File: src/rtl/izn_pkg.sv
// Shared constants and saturation helper for the Izhikevich neuron step core.
// No dependencies; imported by every RTL module of the block.
package izn_pkg;

   localparam int DATA_W       = 32;
   localparam int DT_W         = 21;
   localparam int IDX_W        = 3;
   localparam int PART_W       = 36;
   localparam int DIV_W        = 40;
   localparam int DIV_HALF_W   = 20;
   localparam int DIV_LO_W     = 17;
   localparam int DIV_RECIP_SH = 26;
   localparam int QUOT_W       = 36;

   localparam logic [IDX_W-1:0] REG_A    = 3'd0;
   localparam logic [IDX_W-1:0] REG_B    = 3'd1;
   localparam logic [IDX_W-1:0] REG_C    = 3'd2;
   localparam logic [IDX_W-1:0] REG_D    = 3'd3;
   localparam logic [IDX_W-1:0] REG_PEAK = 3'd4;
   localparam logic [IDX_W-1:0] REG_DT   = 3'd5;

   localparam logic signed [DATA_W-1:0] RST_A    = 32'sd1311;
   localparam logic signed [DATA_W-1:0] RST_B    = 32'sd13107;
   localparam logic signed [DATA_W-1:0] RST_C    = -32'sd4259840;
   localparam logic signed [DATA_W-1:0] RST_D    = 32'sd524288;
   localparam logic signed [DATA_W-1:0] RST_PEAK = 32'sd1966080;
   localparam logic [DT_W-1:0]          RST_DT   = 21'd65536;
   localparam logic signed [DATA_W-1:0] RST_U    = -32'sd851968;

   localparam logic signed [PART_W-1:0] K140     = 36'sd9175040;

   // 2^20 = 25 * 41943 + 1; 2684355 = ceil(2^26 / 25)
   localparam logic signed [DATA_W-1:0] DIV_SPLIT_K = 32'sd41943;
   localparam logic signed [DATA_W-1:0] DIV_RECIP   = 32'sd2684355;

   function automatic logic signed [DATA_W-1:0] sat32(input logic signed [63:0] x);
      logic signed [DATA_W-1:0] r;
      if (x > 64'sh0000_0000_7FFF_FFFF) begin
         r = 32'sh7FFF_FFFF;
      end else if (x < 64'shFFFF_FFFF_8000_0000) begin
         r = 32'sh8000_0000;
      end else begin
         r = x[DATA_W-1:0];
      end
      return r;
   endfunction

endpackage

File: src/rtl/izn_mult.sv
// Shared signed 32x32 multiplier with a registered 64-bit product.
// Depends on izn_pkg.
module izn_mult (
   input  logic                              clock,
   input  logic signed [izn_pkg::DATA_W-1:0] op_a,
   input  logic signed [izn_pkg::DATA_W-1:0] op_b,
   output logic signed [63:0]                prod_ff
);
   import izn_pkg::*;

   logic signed [63:0] prod_in;

   assign prod_in = op_a * op_b;

   always_ff @(posedge clock) begin
      prod_ff <= prod_in;
   end

endmodule

File: src/rtl/izn_div25.sv
// Divide by 25 for the 0.04*v*v term: split of the scaled square plus a reciprocal product,
// both products taken from the shared multiplier. Depends on izn_pkg.
module izn_div25 (
   input  logic                              clock,
   input  logic                              split,
   input  logic                              hold_hi,
   input  logic signed [63:0]                prod,
   output logic signed [izn_pkg::DATA_W-1:0] hi_factor,
   output logic signed [izn_pkg::DATA_W-1:0] lo_factor,
   output logic [izn_pkg::QUOT_W-1:0]        quot
);
   import izn_pkg::*;

   logic [DIV_W-1:0]      scaled;
   logic [DIV_HALF_W-1:0] hi_ff, hi_in;
   logic [DIV_HALF_W:0]   lo_ff, lo_in;
   logic [QUOT_W-1:0]     qhi_ff, qhi_in;

   assign scaled = (|prod[63:56]) ? {DIV_W{1'b1}} : prod[55:16];

   assign hi_in  = split ? scaled[DIV_W-1:DIV_HALF_W] : hi_ff;
   assign lo_in  = split ? ({1'b0, scaled[DIV_W-1:DIV_HALF_W]} +
                            {1'b0, scaled[DIV_HALF_W-1:0]}) : lo_ff;
   assign qhi_in = hold_hi ? prod[QUOT_W-1:0] : qhi_ff;

   always_ff @(posedge clock) begin
      hi_ff  <= hi_in;
      lo_ff  <= lo_in;
      qhi_ff <= qhi_in;
   end

   assign hi_factor = {{(DATA_W-DIV_HALF_W){1'b0}}, hi_ff};
   assign lo_factor = {{(DATA_W-DIV_HALF_W-1){1'b0}}, lo_ff};
   assign quot      = qhi_ff + {{(QUOT_W-DIV_LO_W){1'b0}}, prod[DIV_RECIP_SH +: DIV_LO_W]};

endmodule

File: src/rtl/izhikevich_neuron_step_core.sv
// Izhikevich neuron step core: current accumulation and one Euler step per step-end word.
// Depends on izn_pkg, izn_mult and izn_div25.
//
// Usage:
//   req_ channel: tdata = input_current (Q16.16), tlast = step_end. A word with tlast low
//   adds its current to a saturating accumulator and gives no result.
//   A word with tlast high adds its current, then runs one Euler step of v and u.
//   rsp_ channel: tdata = {recovery_value, membrane_potential}, tuser = spiked.
//   csr_ channel: index/wdata writes of a, b, c, d, spike_peak, dt; always ready. The user must
//   write these only while the core is idle; the core does not enforce this. Indexes past dt are dropped.
// Sequence:
//   A step-end word holds req_tready low until the core returns to idle, so a new word is taken
//   only after the step is done. The step issues seven products in turn on one shared
//   32x32 multiplier (v*v, b*v, two for the divide by 25 of the 0.04*v*v term, a*(b*v-u),
//   du*dt, dv*dt), then a fire state updates v and u once the output register is free.
//   Accumulate-only words are taken every cycle while the core is idle.
// Reset: configuration returns to a=0.02, b=0.2, c=-65, d=8, peak=30, dt=1; v=0, u=-13,
//   accumulator cleared, no result pending.
// Stall: a pending result holds on rsp_ until taken; new words are still accepted, and a
//   following step end waits in its last stage until the output register is free.
module izhikevich_neuron_step_core (
   input  logic                           clock,
   input  logic                           reset,
   input  logic                           req_tvalid,
   output logic                           req_tready,
   input  logic [31:0]                    req_tdata,   // [31:0] input_current
   input  logic                           req_tlast,   // step_end
   output logic                           rsp_tvalid,
   input  logic                           rsp_tready,
   output logic [63:0]                    rsp_tdata,   // [31:0] membrane_potential, [63:32] recovery_value
   output logic                           rsp_tuser,   // [0] spiked
   input  logic                           csr_valid,
   output logic                           csr_ready,
   input  logic [izn_pkg::IDX_W-1:0]      csr_index,
   input  logic [31:0]                    csr_wdata
);
   import izn_pkg::*;

   localparam logic [3:0] ST_IDLE = 4'd0;
   localparam logic [3:0] ST_BV   = 4'd1;
   localparam logic [3:0] ST_DIFF = 4'd2;
   localparam logic [3:0] ST_AD   = 4'd3;
   localparam logic [3:0] ST_DU   = 4'd4;
   localparam logic [3:0] ST_DUT  = 4'd5;
   localparam logic [3:0] ST_NU   = 4'd6;
   localparam logic [3:0] ST_NV   = 4'd7;
   localparam logic [3:0] ST_FIRE = 4'd8;

   logic [3:0] st_ff, st_in;

   logic signed [DATA_W-1:0] a_ff, b_ff, c_ff, d_ff, peak_ff;
   logic [DT_W-1:0]          dt_ff;

   logic signed [DATA_W-1:0] v_ff, u_ff, sum_ff, tot_ff;
   logic signed [DATA_W-1:0] diff_ff, du_ff, dv_ff, nu_ff, nv_ff, nud_ff;
   logic signed [PART_W-1:0] part_ff;

   logic                     rsp_valid_ff, rsp_valid_in;
   logic                     rsp_spk_ff;
   logic signed [DATA_W-1:0] rsp_v_ff, rsp_u_ff;

   logic signed [DATA_W-1:0] op_a, op_b;
   logic signed [63:0]       prod;
   logic signed [63:0]       prod_sh;
   logic signed [DATA_W-1:0] hi_factor, lo_factor;
   logic [QUOT_W-1:0]        sq_quot;

   logic                     req_acc, out_free, fire;
   logic signed [63:0]       v64, u64, sum64, cur64, part64, nu64, d64, sq64;
   logic signed [DATA_W-1:0] tot_val, diff_val, du_val, nu_val, dv_val, nv_val, nud_val;
   logic signed [PART_W-1:0] v36, tot36, u36, part1, part2;
   logic signed [DATA_W-1:0] dt32;

   izn_mult u_mult (
      .clock   (clock),
      .op_a    (op_a),
      .op_b    (op_b),
      .prod_ff (prod)
   );

   izn_div25 u_div (
      .clock     (clock),
      .split     (st_ff == ST_BV),
      .hold_hi   (st_ff == ST_AD),
      .prod      (prod),
      .hi_factor (hi_factor),
      .lo_factor (lo_factor),
      .quot      (sq_quot)
   );

   assign req_tready = (st_ff == ST_IDLE);
   assign csr_ready  = 1'b1;
   assign req_acc    = req_tvalid && req_tready;
   assign out_free   = !rsp_valid_ff || rsp_tready;

   assign dt32    = {{(DATA_W-DT_W){1'b0}}, dt_ff};
   assign prod_sh = prod >>> 16;
   assign v64     = {{32{v_ff[31]}}, v_ff};
   assign u64     = {{32{u_ff[31]}}, u_ff};
   assign sum64   = {{32{sum_ff[31]}}, sum_ff};
   assign cur64   = {{32{req_tdata[31]}}, req_tdata};
   assign nu64    = {{32{nu_ff[31]}}, nu_ff};
   assign d64     = {{32{d_ff[31]}}, d_ff};
   assign part64  = {{(64-PART_W){part_ff[PART_W-1]}}, part_ff};
   assign sq64    = {{(64-QUOT_W){1'b0}}, sq_quot};
   assign v36     = {{(PART_W-DATA_W){v_ff[31]}}, v_ff};
   assign tot36   = {{(PART_W-DATA_W){tot_ff[31]}}, tot_ff};
   assign u36     = {{(PART_W-DATA_W){u_ff[31]}}, u_ff};

   assign tot_val  = sat32(sum64 + cur64);
   assign part1    = (v36 <<< 2) + v36 + tot36;
   assign part2    = part_ff + K140 - u36;
   assign diff_val = sat32(prod_sh - u64);
   assign du_val   = sat32(prod_sh);
   assign nu_val   = sat32(u64 + prod_sh);
   assign dv_val   = sat32(sq64 + part64);
   assign nv_val   = sat32(v64 + prod_sh);
   assign nud_val  = sat32(nu64 + d64);
   assign fire     = (nv_ff >= peak_ff);

   always_comb begin
      case (st_ff)
         ST_BV: begin
            op_a = b_ff;
            op_b = v_ff;
         end
         ST_DIFF: begin
            op_a = hi_factor;
            op_b = DIV_SPLIT_K;
         end
         ST_AD: begin
            op_a = a_ff;
            op_b = diff_ff;
         end
         ST_DU: begin
            op_a = lo_factor;
            op_b = DIV_RECIP;
         end
         ST_DUT: begin
            op_a = du_ff;
            op_b = dt32;
         end
         ST_NU: begin
            op_a = dv_ff;
            op_b = dt32;
         end
         default: begin
            op_a = v_ff;
            op_b = v_ff;
         end
      endcase
   end

   always_comb begin
      st_in = st_ff;
      case (st_ff)
         ST_IDLE: if (req_acc && req_tlast) st_in = ST_BV;
         ST_BV:   st_in = ST_DIFF;
         ST_DIFF: st_in = ST_AD;
         ST_AD:   st_in = ST_DU;
         ST_DU:   st_in = ST_DUT;
         ST_DUT:  st_in = ST_NU;
         ST_NU:   st_in = ST_NV;
         ST_NV:   st_in = ST_FIRE;
         ST_FIRE: if (out_free) st_in = ST_IDLE;
         default: st_in = ST_IDLE;
      endcase
   end

   always_comb begin
      rsp_valid_in = rsp_valid_ff;
      if (rsp_tready) begin
         rsp_valid_in = 1'b0;
      end
      if (st_ff == ST_FIRE && out_free) begin
         rsp_valid_in = 1'b1;
      end
   end

   always_ff @(posedge clock) begin
      if (reset) begin
         st_ff        <= ST_IDLE;
         rsp_valid_ff <= 1'b0;
         a_ff         <= RST_A;
         b_ff         <= RST_B;
         c_ff         <= RST_C;
         d_ff         <= RST_D;
         peak_ff      <= RST_PEAK;
         dt_ff        <= RST_DT;
         v_ff         <= '0;
         u_ff         <= RST_U;
         sum_ff       <= '0;
      end else begin
         st_ff        <= st_in;
         rsp_valid_ff <= rsp_valid_in;
         if (csr_valid && csr_ready) begin
            case (csr_index)
               REG_A:    a_ff    <= csr_wdata;
               REG_B:    b_ff    <= csr_wdata;
               REG_C:    c_ff    <= csr_wdata;
               REG_D:    d_ff    <= csr_wdata;
               REG_PEAK: peak_ff <= csr_wdata;
               REG_DT:   dt_ff   <= csr_wdata[DT_W-1:0];
               default: ;
            endcase
         end
         if (req_acc) begin
            sum_ff <= req_tlast ? '0 : tot_val;
         end
         if (st_ff == ST_FIRE && out_free) begin
            v_ff <= fire ? c_ff : nv_ff;
            u_ff <= fire ? nud_ff : nu_ff;
         end
      end
   end

   always_ff @(posedge clock) begin
      if (req_acc) tot_ff <= tot_val;
      case (st_ff)
         ST_BV:   part_ff <= part1;
         ST_DIFF: begin
            part_ff <= part2;
            diff_ff <= diff_val;
         end
         ST_DU:   du_ff <= du_val;
         ST_DUT:  dv_ff <= dv_val;
         ST_NU:   nu_ff <= nu_val;
         ST_NV: begin
            nv_ff  <= nv_val;
            nud_ff <= nud_val;
         end
         ST_FIRE: begin
            if (out_free) begin
               rsp_spk_ff <= fire;
               rsp_v_ff   <= fire ? c_ff : nv_ff;
               rsp_u_ff   <= fire ? nud_ff : nu_ff;
            end
         end
         default: ;
      endcase
   end

   assign rsp_tvalid = rsp_valid_ff;
   assign rsp_tdata  = {rsp_u_ff, rsp_v_ff};
   assign rsp_tuser  = rsp_spk_ff;

endmodule

File: config.mk
export PLATFORM = sky130hd
export DESIGN_NAME = izhikevich_neuron_step_core
export DESIGN_NICKNAME = d
export VERILOG_FILES = /design/src/rtl/izn_pkg.sv /design/src/rtl/izn_mult.sv /design/src/rtl/izn_div25.sv /design/src/rtl/izhikevich_neuron_step_core.sv
export SDC_FILE = /design/constraint.sdc
export NUM_CORES = 2
export LEC_CHECK = 0
export BUFFER_PORTS_ARGS = -buffer_cell sky130_fd_sc_hd__buf_2
export CORE_MARGIN = 8
export CORE_UTILIZATION = 51
export DETAILED_ROUTE_END_ITERATION = 7
export PLACE_DENSITY = 0.74
export REMOVE_ABC_BUFFERS = 1
export SLEW_MARGIN = 40
export SYNTH_ARGS = -nofsm -noshare
export SYNTH_HDL_FRONTEND = slang
export SYNTH_HIERARCHICAL = 1
export SYNTH_SLANG_ARGS = --single-unit
File: constraint.sdc
create_clock -name clock -period 22.9 [get_ports clock]
set_input_delay 0 -clock clock [delete_from_list [all_inputs] [get_ports clock]]
set_output_delay 0 -clock clock [all_outputs]
set_load 0.02 [all_outputs]
== Word-level counts from Yosys, hierarchy flattened ==
Cells that the tools add are included.

* Input port bits: 73
* Register bits after elaboration: 748

* Eq/ne operators: 15
* Magnitude comparators: 15
* Muxes and demuxes: 20
* $mul: 1
* Add/sub/neg operators: 12
* Reductions and logical operators: 19

{| class="wikitable"
|+ Operators by type and width
! kind !! count
|-
| 2-to-1 mux 32 bit || 11
|-
| case mux 32 bit (6 select lines) || 1
|-
| greater-than comparator 49 x 32 -> 1 bit, second input constant || 3
|-
| < comparator 49 x 32 -> 1 bit, second input constant || 3
|-
| case mux 32 bit (4 select lines) || 1
|-
| adder 32 x 48 -> 49 bit || 2
|-
| case mux 36 bit (2 select lines) || 1
|-
| adder 32 x 32 -> 33 bit || 2
|-
| greater-than comparator 33 x 32 -> 1 bit, second input constant || 2
|-
| < comparator 33 x 32 -> 1 bit, second input constant || 2
|-
| multiplier 32 x 32 -> 64 bit || 1
|-
| subtractor 48 x 32 -> 49 bit || 1
|-
| greater-than comparator 48 x 32 -> 1 bit, second input constant || 1
|-
| < comparator 48 x 32 -> 1 bit, second input constant || 1
|-
| 2-to-1 mux 40 bit || 1
|-
| adder 37 x 36 -> 38 bit || 1
|-
| greater-than comparator 38 x 32 -> 1 bit, second input constant || 1
|-
| < comparator 38 x 32 -> 1 bit, second input constant || 1
|-
| adder 35 x 32 -> 36 bit || 1
|-
| adder 36 x 17 -> 36 bit || 1
|-
| adder 36 x 25 -> 36 bit, second input constant || 1
|-
| case mux 4 bit (9 select lines) || 1
|-
| subtractor 36 x 32 -> 36 bit || 1
|-
| adder 34 x 32 -> 35 bit || 1
|-
| other kinds (22) || 40
|}

== Depth between registers and ports, before layout ==
* Depth in word-level cells: 5
* Mapped depth: 37

== By module ==
The synthesis kept the hierarchy.

{| class="wikitable"
|+ By module, submodules not included
! module !! cells an instance !! area each (sq um) !! seq. area each (sq um) !! times used
|-
| izhikevich_neuron_step_core || 5,257 || 44,830.5 || 15,404.8 || 1
|-
| izn_mult || 3,977 || 37,800.0 || 1,281.2 || 1
|-
| izn_div25 || 456 || 5,013.6 || 2,312.2 || 1
|}

== Worst setup path after synthesis ==
No wires, ideal clock.

* Kind: reg-to-reg
* Start: register st_ff[0]
* End: register u_mult.prod_ff[60]
* Path slack: 12.836 ns
* Arrival time: 9.928 ns
* Data required time: 22.765 ns
* Clock period less this slack: 10.064 ns
* Cell stages (with the launch flop): 33
* Setup time: 0.135 ns
* Cell sequence: dfxtp_1 clkbuf_1 nand2b_1 nor3_1 clkbuf_1 buf_1 a22oi_1 nand4_1 clkbuf_1 nand2_1 fa_1 inv_1 fa_1 inv_1 fa_1 fa_1 inv_1 fa_1 fa_1 fa_1 inv_1 fa_1 inv_1 ha_1 a21o_1 or3_1 o211ai_1 nand3_1 o31ai_4 o21a_4 o21ai_2 a221oi_2 o221ai_1

* Elaborated cells between the ends (all ways): 10
* Classes of those cells: mul: 1; eq/ne: 6; mux: 2; reduce/logical: 1

{| class="wikitable"
|+ RTL lines
! item !! line !! RTL
|-
| start, declared || izhikevich_neuron_step_core.sv:49 || <nowiki>logic [3:0] st_ff, st_in;</nowiki>
|-
| start signal, assigned || izhikevich_neuron_step_core.sv:194 || <nowiki>st_ff <= st_in;</nowiki>
|-
| == test 4 x 3 -> 1 bit, or another cell as far along || izhikevich_neuron_step_core.sv:122 || <nowiki>case (st_ff)</nowiki>
|-
| case mux 32 bit (6 select lines) (*) || izhikevich_neuron_step_core.sv:122 ||
|-
| via op_a[27] || izhikevich_neuron_step_core.sv:62 || <nowiki>logic signed [DATA_W-1:0] op_a, op_b;</nowiki>
|-
| multiplier 32 x 32 -> 64 bit (*) || izn_mult.sv:13 || <nowiki>assign prod_in = op_a * op_b;</nowiki>
|-
| via u_mult.prod_in[60] || izn_mult.sv:11 || <nowiki>logic signed [63:0] prod_in;</nowiki>
|-
| end signal, assigned || izn_mult.sv:16 || <nowiki>prod_ff <= prod_in;</nowiki>
|-
| end, declared || izn_mult.sv:7 || <nowiki>output logic signed [63:0] prod_ff</nowiki>
|}

Mark *: on every way through the listed nets, which the timed path passes. The rest lies on a longest branch.
A chain may end at the register's enable or synchronous reset.

== Final worst setup path ==
* Start: register st_ff[2]
* End: register u_mult.prod_ff[63]

* Word-level cells in the longest chain between the ends: 4
* Elaborated cells between the ends (all ways): 10
* Classes of those cells: mul: 1; eq/ne: 6; mux: 2; reduce/logical: 1

{| class="wikitable"
|+ Ends and longest elaborated chain
! item !! line
|-
| == test 4 x 3 -> 1 bit || izhikevich_neuron_step_core.sv:122
|-
| OR reduction 2 bit (no line) || n/a
|-
| case mux 32 bit (4 select lines) (*) || izhikevich_neuron_step_core.sv:122
|-
| via op_b[5] || izhikevich_neuron_step_core.sv:62
|-
| multiplier 32 x 32 -> 64 bit (*) || izn_mult.sv:13
|-
| via u_mult.prod_in[63] || izn_mult.sv:11
|}

Marked as above.

==> impl_metrics.env <==
export IMPL_status="finished clean"
export IMPL_vdd_drop_max_uv=67.3
export IMPL_rsz0062_at_grt="no"
export IMPL_dp_hpwl_mm=231
export IMPL_ff2ff_path_depth=28
export IMPL_io_pins=141
export IMPL_hold_path_class="primary input to flop"
export IMPL_cts_hold_buf=69
export IMPL_synth_seq_area_share=0.217
export IMPL_cellLeakagePower_uw=0.0419
export IMPL_synth_seq_cells=748
export IMPL_gp_congestion=1.01
export IMPL_port_buffers=139
export IMPL_die_h_um=431
export IMPL_post_cts_setup_buffer_count=0
export IMPL_drv_cap=0
export IMPL_cts_path_max_buffers=3
export IMPL_fin_nets=11400
export IMPL_die_area_um2=185000
export IMPL_final_cells=11900
export IMPL_drt_iter0_drc=7742
export IMPL_grt_pass1_vias=72800
export IMPL_fillCellCount=15100
export IMPL_synth_top_cell_area_share=0.257
export IMPL_hold_viol=0
export IMPL_dieWidth_um=431
export IMPL_row_count=152
export IMPL_setup_viol=0
export IMPL_period_share=0.471
export IMPL_place_inst=11700
export IMPL_critical_path_arrival_ns=11.37
export IMPL_grt_pass1_wl_mm=449
export IMPL_worst_path_max_fanout=19
export IMPL_slew_headroom=0.321
export IMPL_yosys_area_top_type="fa_1"
export IMPL_grt_max_degree=87
export IMPL_final_common_cell="nand2_1"
export IMPL_grt_total_usage=0.314
export IMPL_ant_nets=0
export IMPL_first_pass_iters=7
export IMPL_yosys_warnings=6
export IMPL_ys_top_cells_by_area="fa_1 26%, edfxtp_1 14%, ha_1 8.6%"
export IMPL_final_cell_mix="1253 x nand2_1, 1172 x inv_1, 1123 x fa_1"
export IMPL_viasPerCell=6.12
export IMPL_period_needed_ns=10.78
export IMPL_start_kind="flop"
export IMPL_wl_per_cell_um=24.9
export IMPL_drc=0
export IMPL_worst_pin_slew_ns=1.01
export IMPL_start_util=0.512
export IMPL_clock_sinks=748
export IMPL_synthFlopType="edfxtp_1"
export IMPL_path_clk_slew_ns=0.07
export IMPL_gr_total_overflow=0
export IMPL_htreeDepth=3
export IMPL_clock_latency_ns=0.69
export IMPL_avgSynthCellArea_um2=9.04
export IMPL_async_flop_share=0
export IMPL_worstPathRequired_ns=23.49
export IMPL_tns_ns=0
export IMPL_synth_cell_types=123
export IMPL_cts_buffers=84
export IMPL_slew_violations=0
export IMPL_end_kind="flop"
export IMPL_antenna_found_initial=23
export IMPL_cts_tree="done"
export IMPL_synth_edf_count=402
export IMPL_cpMostUsedCell="fa_1"
export IMPL_p_per_area_nw_per_um2=90.1
export IMPL_setup_worst_path_class="flop to flop"
export IMPL_ctsResizeCount=0
export IMPL_hold_depth=5
export IMPL_syn_inst=9690
export IMPL_netlist_area_um2=87600
export IMPL_cts_root_buf="clkbuf_16"
export IMPL_area_growth_pct=7.80
export IMPL_fmax_mhz=92.8
export IMPL_totalWireLength_mm=298
export IMPL_slowest_stage="a222oi_1"
export IMPL_drive_above_1_share=0.0772
export IMPL_cpPeakStageDelay_ns=0.83
export IMPL_fp_coreArea_um2=171000
export IMPL_vias=73100
export IMPL_skew_ns=0.0390
[state kept, by name, summed over array words and instances, names as in the netlist, 20 cells and up]
name            flops
u_mult/prod_ff     64
part_ff            36
u_div/qhi_ff       36
a_ff               32
b_ff               32
c_ff               32
d_ff               32
diff_ff            32
du_ff              32
dv_ff              32
nu_ff              32
nud_ff             32
nv_ff              32
peak_ff            32
rsp_u_ff           32
rsp_v_ff           32
sum_ff             32
tot_ff             32
u_ff               32
v_ff               32
dt_ff              21
u_div/lo_ff        21
u_div/hi_ff        20
[synth_stat cells (all sizes together), types with 16 or more instances]
cell	instances
a2111oi	22
a211o	19
a211oi	64
a21boi	16
a21o	186
a21oi	629
a221oi	41
a22o	41
a22oi	47
a31oi	106
and2	539
and3	42
buf	133
clkbuf	418
dfxtp	346
edfxtp	402
fa	1123
ha	603
inv	1182
mux2	51
nand2	1258
nand2b	69
nand3	102
nand3b	37
nand4	81
nor2	507
nor2b	60
nor3	109
nor4	66
o2111ai	19
o211ai	57
o21a	111
o21ai	389
o21bai	78
o22a	21
o31ai	36
or2	57
or3	28
xnor2	259
xor2	125
[critical path: cells and delay by family, from the launching register on]
kind,cells,cell delay [ns]
fa+ha+maj,9,4.66
buf+inv,6,1.44
flops,1,0.72
compound gates,9,2.44
simple gates,4,1.40
[cell type report]
class                           instances  area (µm²)  area share
Antenna cell                           17        42.5    0.000450
Clock buffer                          114        2420      0.0256
Clock inverter                         42         484     0.00512
Inverter                             1183        4440      0.0470
Multi-Input combinational cell       7230       62500       0.662
Sequential cell                       748       19000       0.201
Tap cell                             2233        2790      0.0296
Timing Repair Buffer                  382        2760      0.0293
[final timing paths]
| check | slack, ns | from | endpoint |
|---|---|---|---|
| max | 12.12 | st_ff[2] | u_mult/prod_ff[63] |
| min | 0.04 | req_tdata[29] | sum_ff[29] |
| max reg2reg | 12.12 | st_ff[2] | u_mult/prod_ff[63] |
| min reg2reg | 0.41 | u_mult/prod_ff[14] | u_div/qhi_ff[14] |
[cell families after synthesis]
group                      share of synthesized area
and+or+nand+nor                                0.164
AOI/OAI and AO/OA                              0.151
buffers and inverters                         0.0774
adders and majority gates                      0.343
DFF                                            0.217
xor gates and xnor gates                      0.0385
muxes                                        0.00827
other                                      0.0000857
[power by group]
part           total [µW]  switching, µW  internal, µW  leakage [µW]
Combinational        5250           3420          1840        0.0341
Sequential           1820            188          1630       0.00637
Clock                1440            606           839       0.00142
[stage by stage]
stage               hold slack, ns   util  power (µW)  cell area (µm²)  setup WS [ns]
global placement             0.351  0.529        6850            90600          11.73
global route                 0.107  0.552        9060            94400          11.48
detailed placement           0.364  0.530        6950            90800          12.02
finish                      0.0406  0.552        8510            94500          12.12
CTS                      0.0000333  0.551        8410            94400          12.00
floorplan                   0.0691      -        5280            85400           8.20
[metal layers]
layer / track usage / vias to the layer above / wire (µm)
li1: - / 32100 / -
met5: 0 / - / 65
met1: 0.431 / 36500 / 122000
met4: 0.152 / 8 / 16900
met3: 0.0597 / 685 / 29600
met2: 0.479 / 3775 / 130000
No activity file was read; power rests on OpenSTA's default activity.
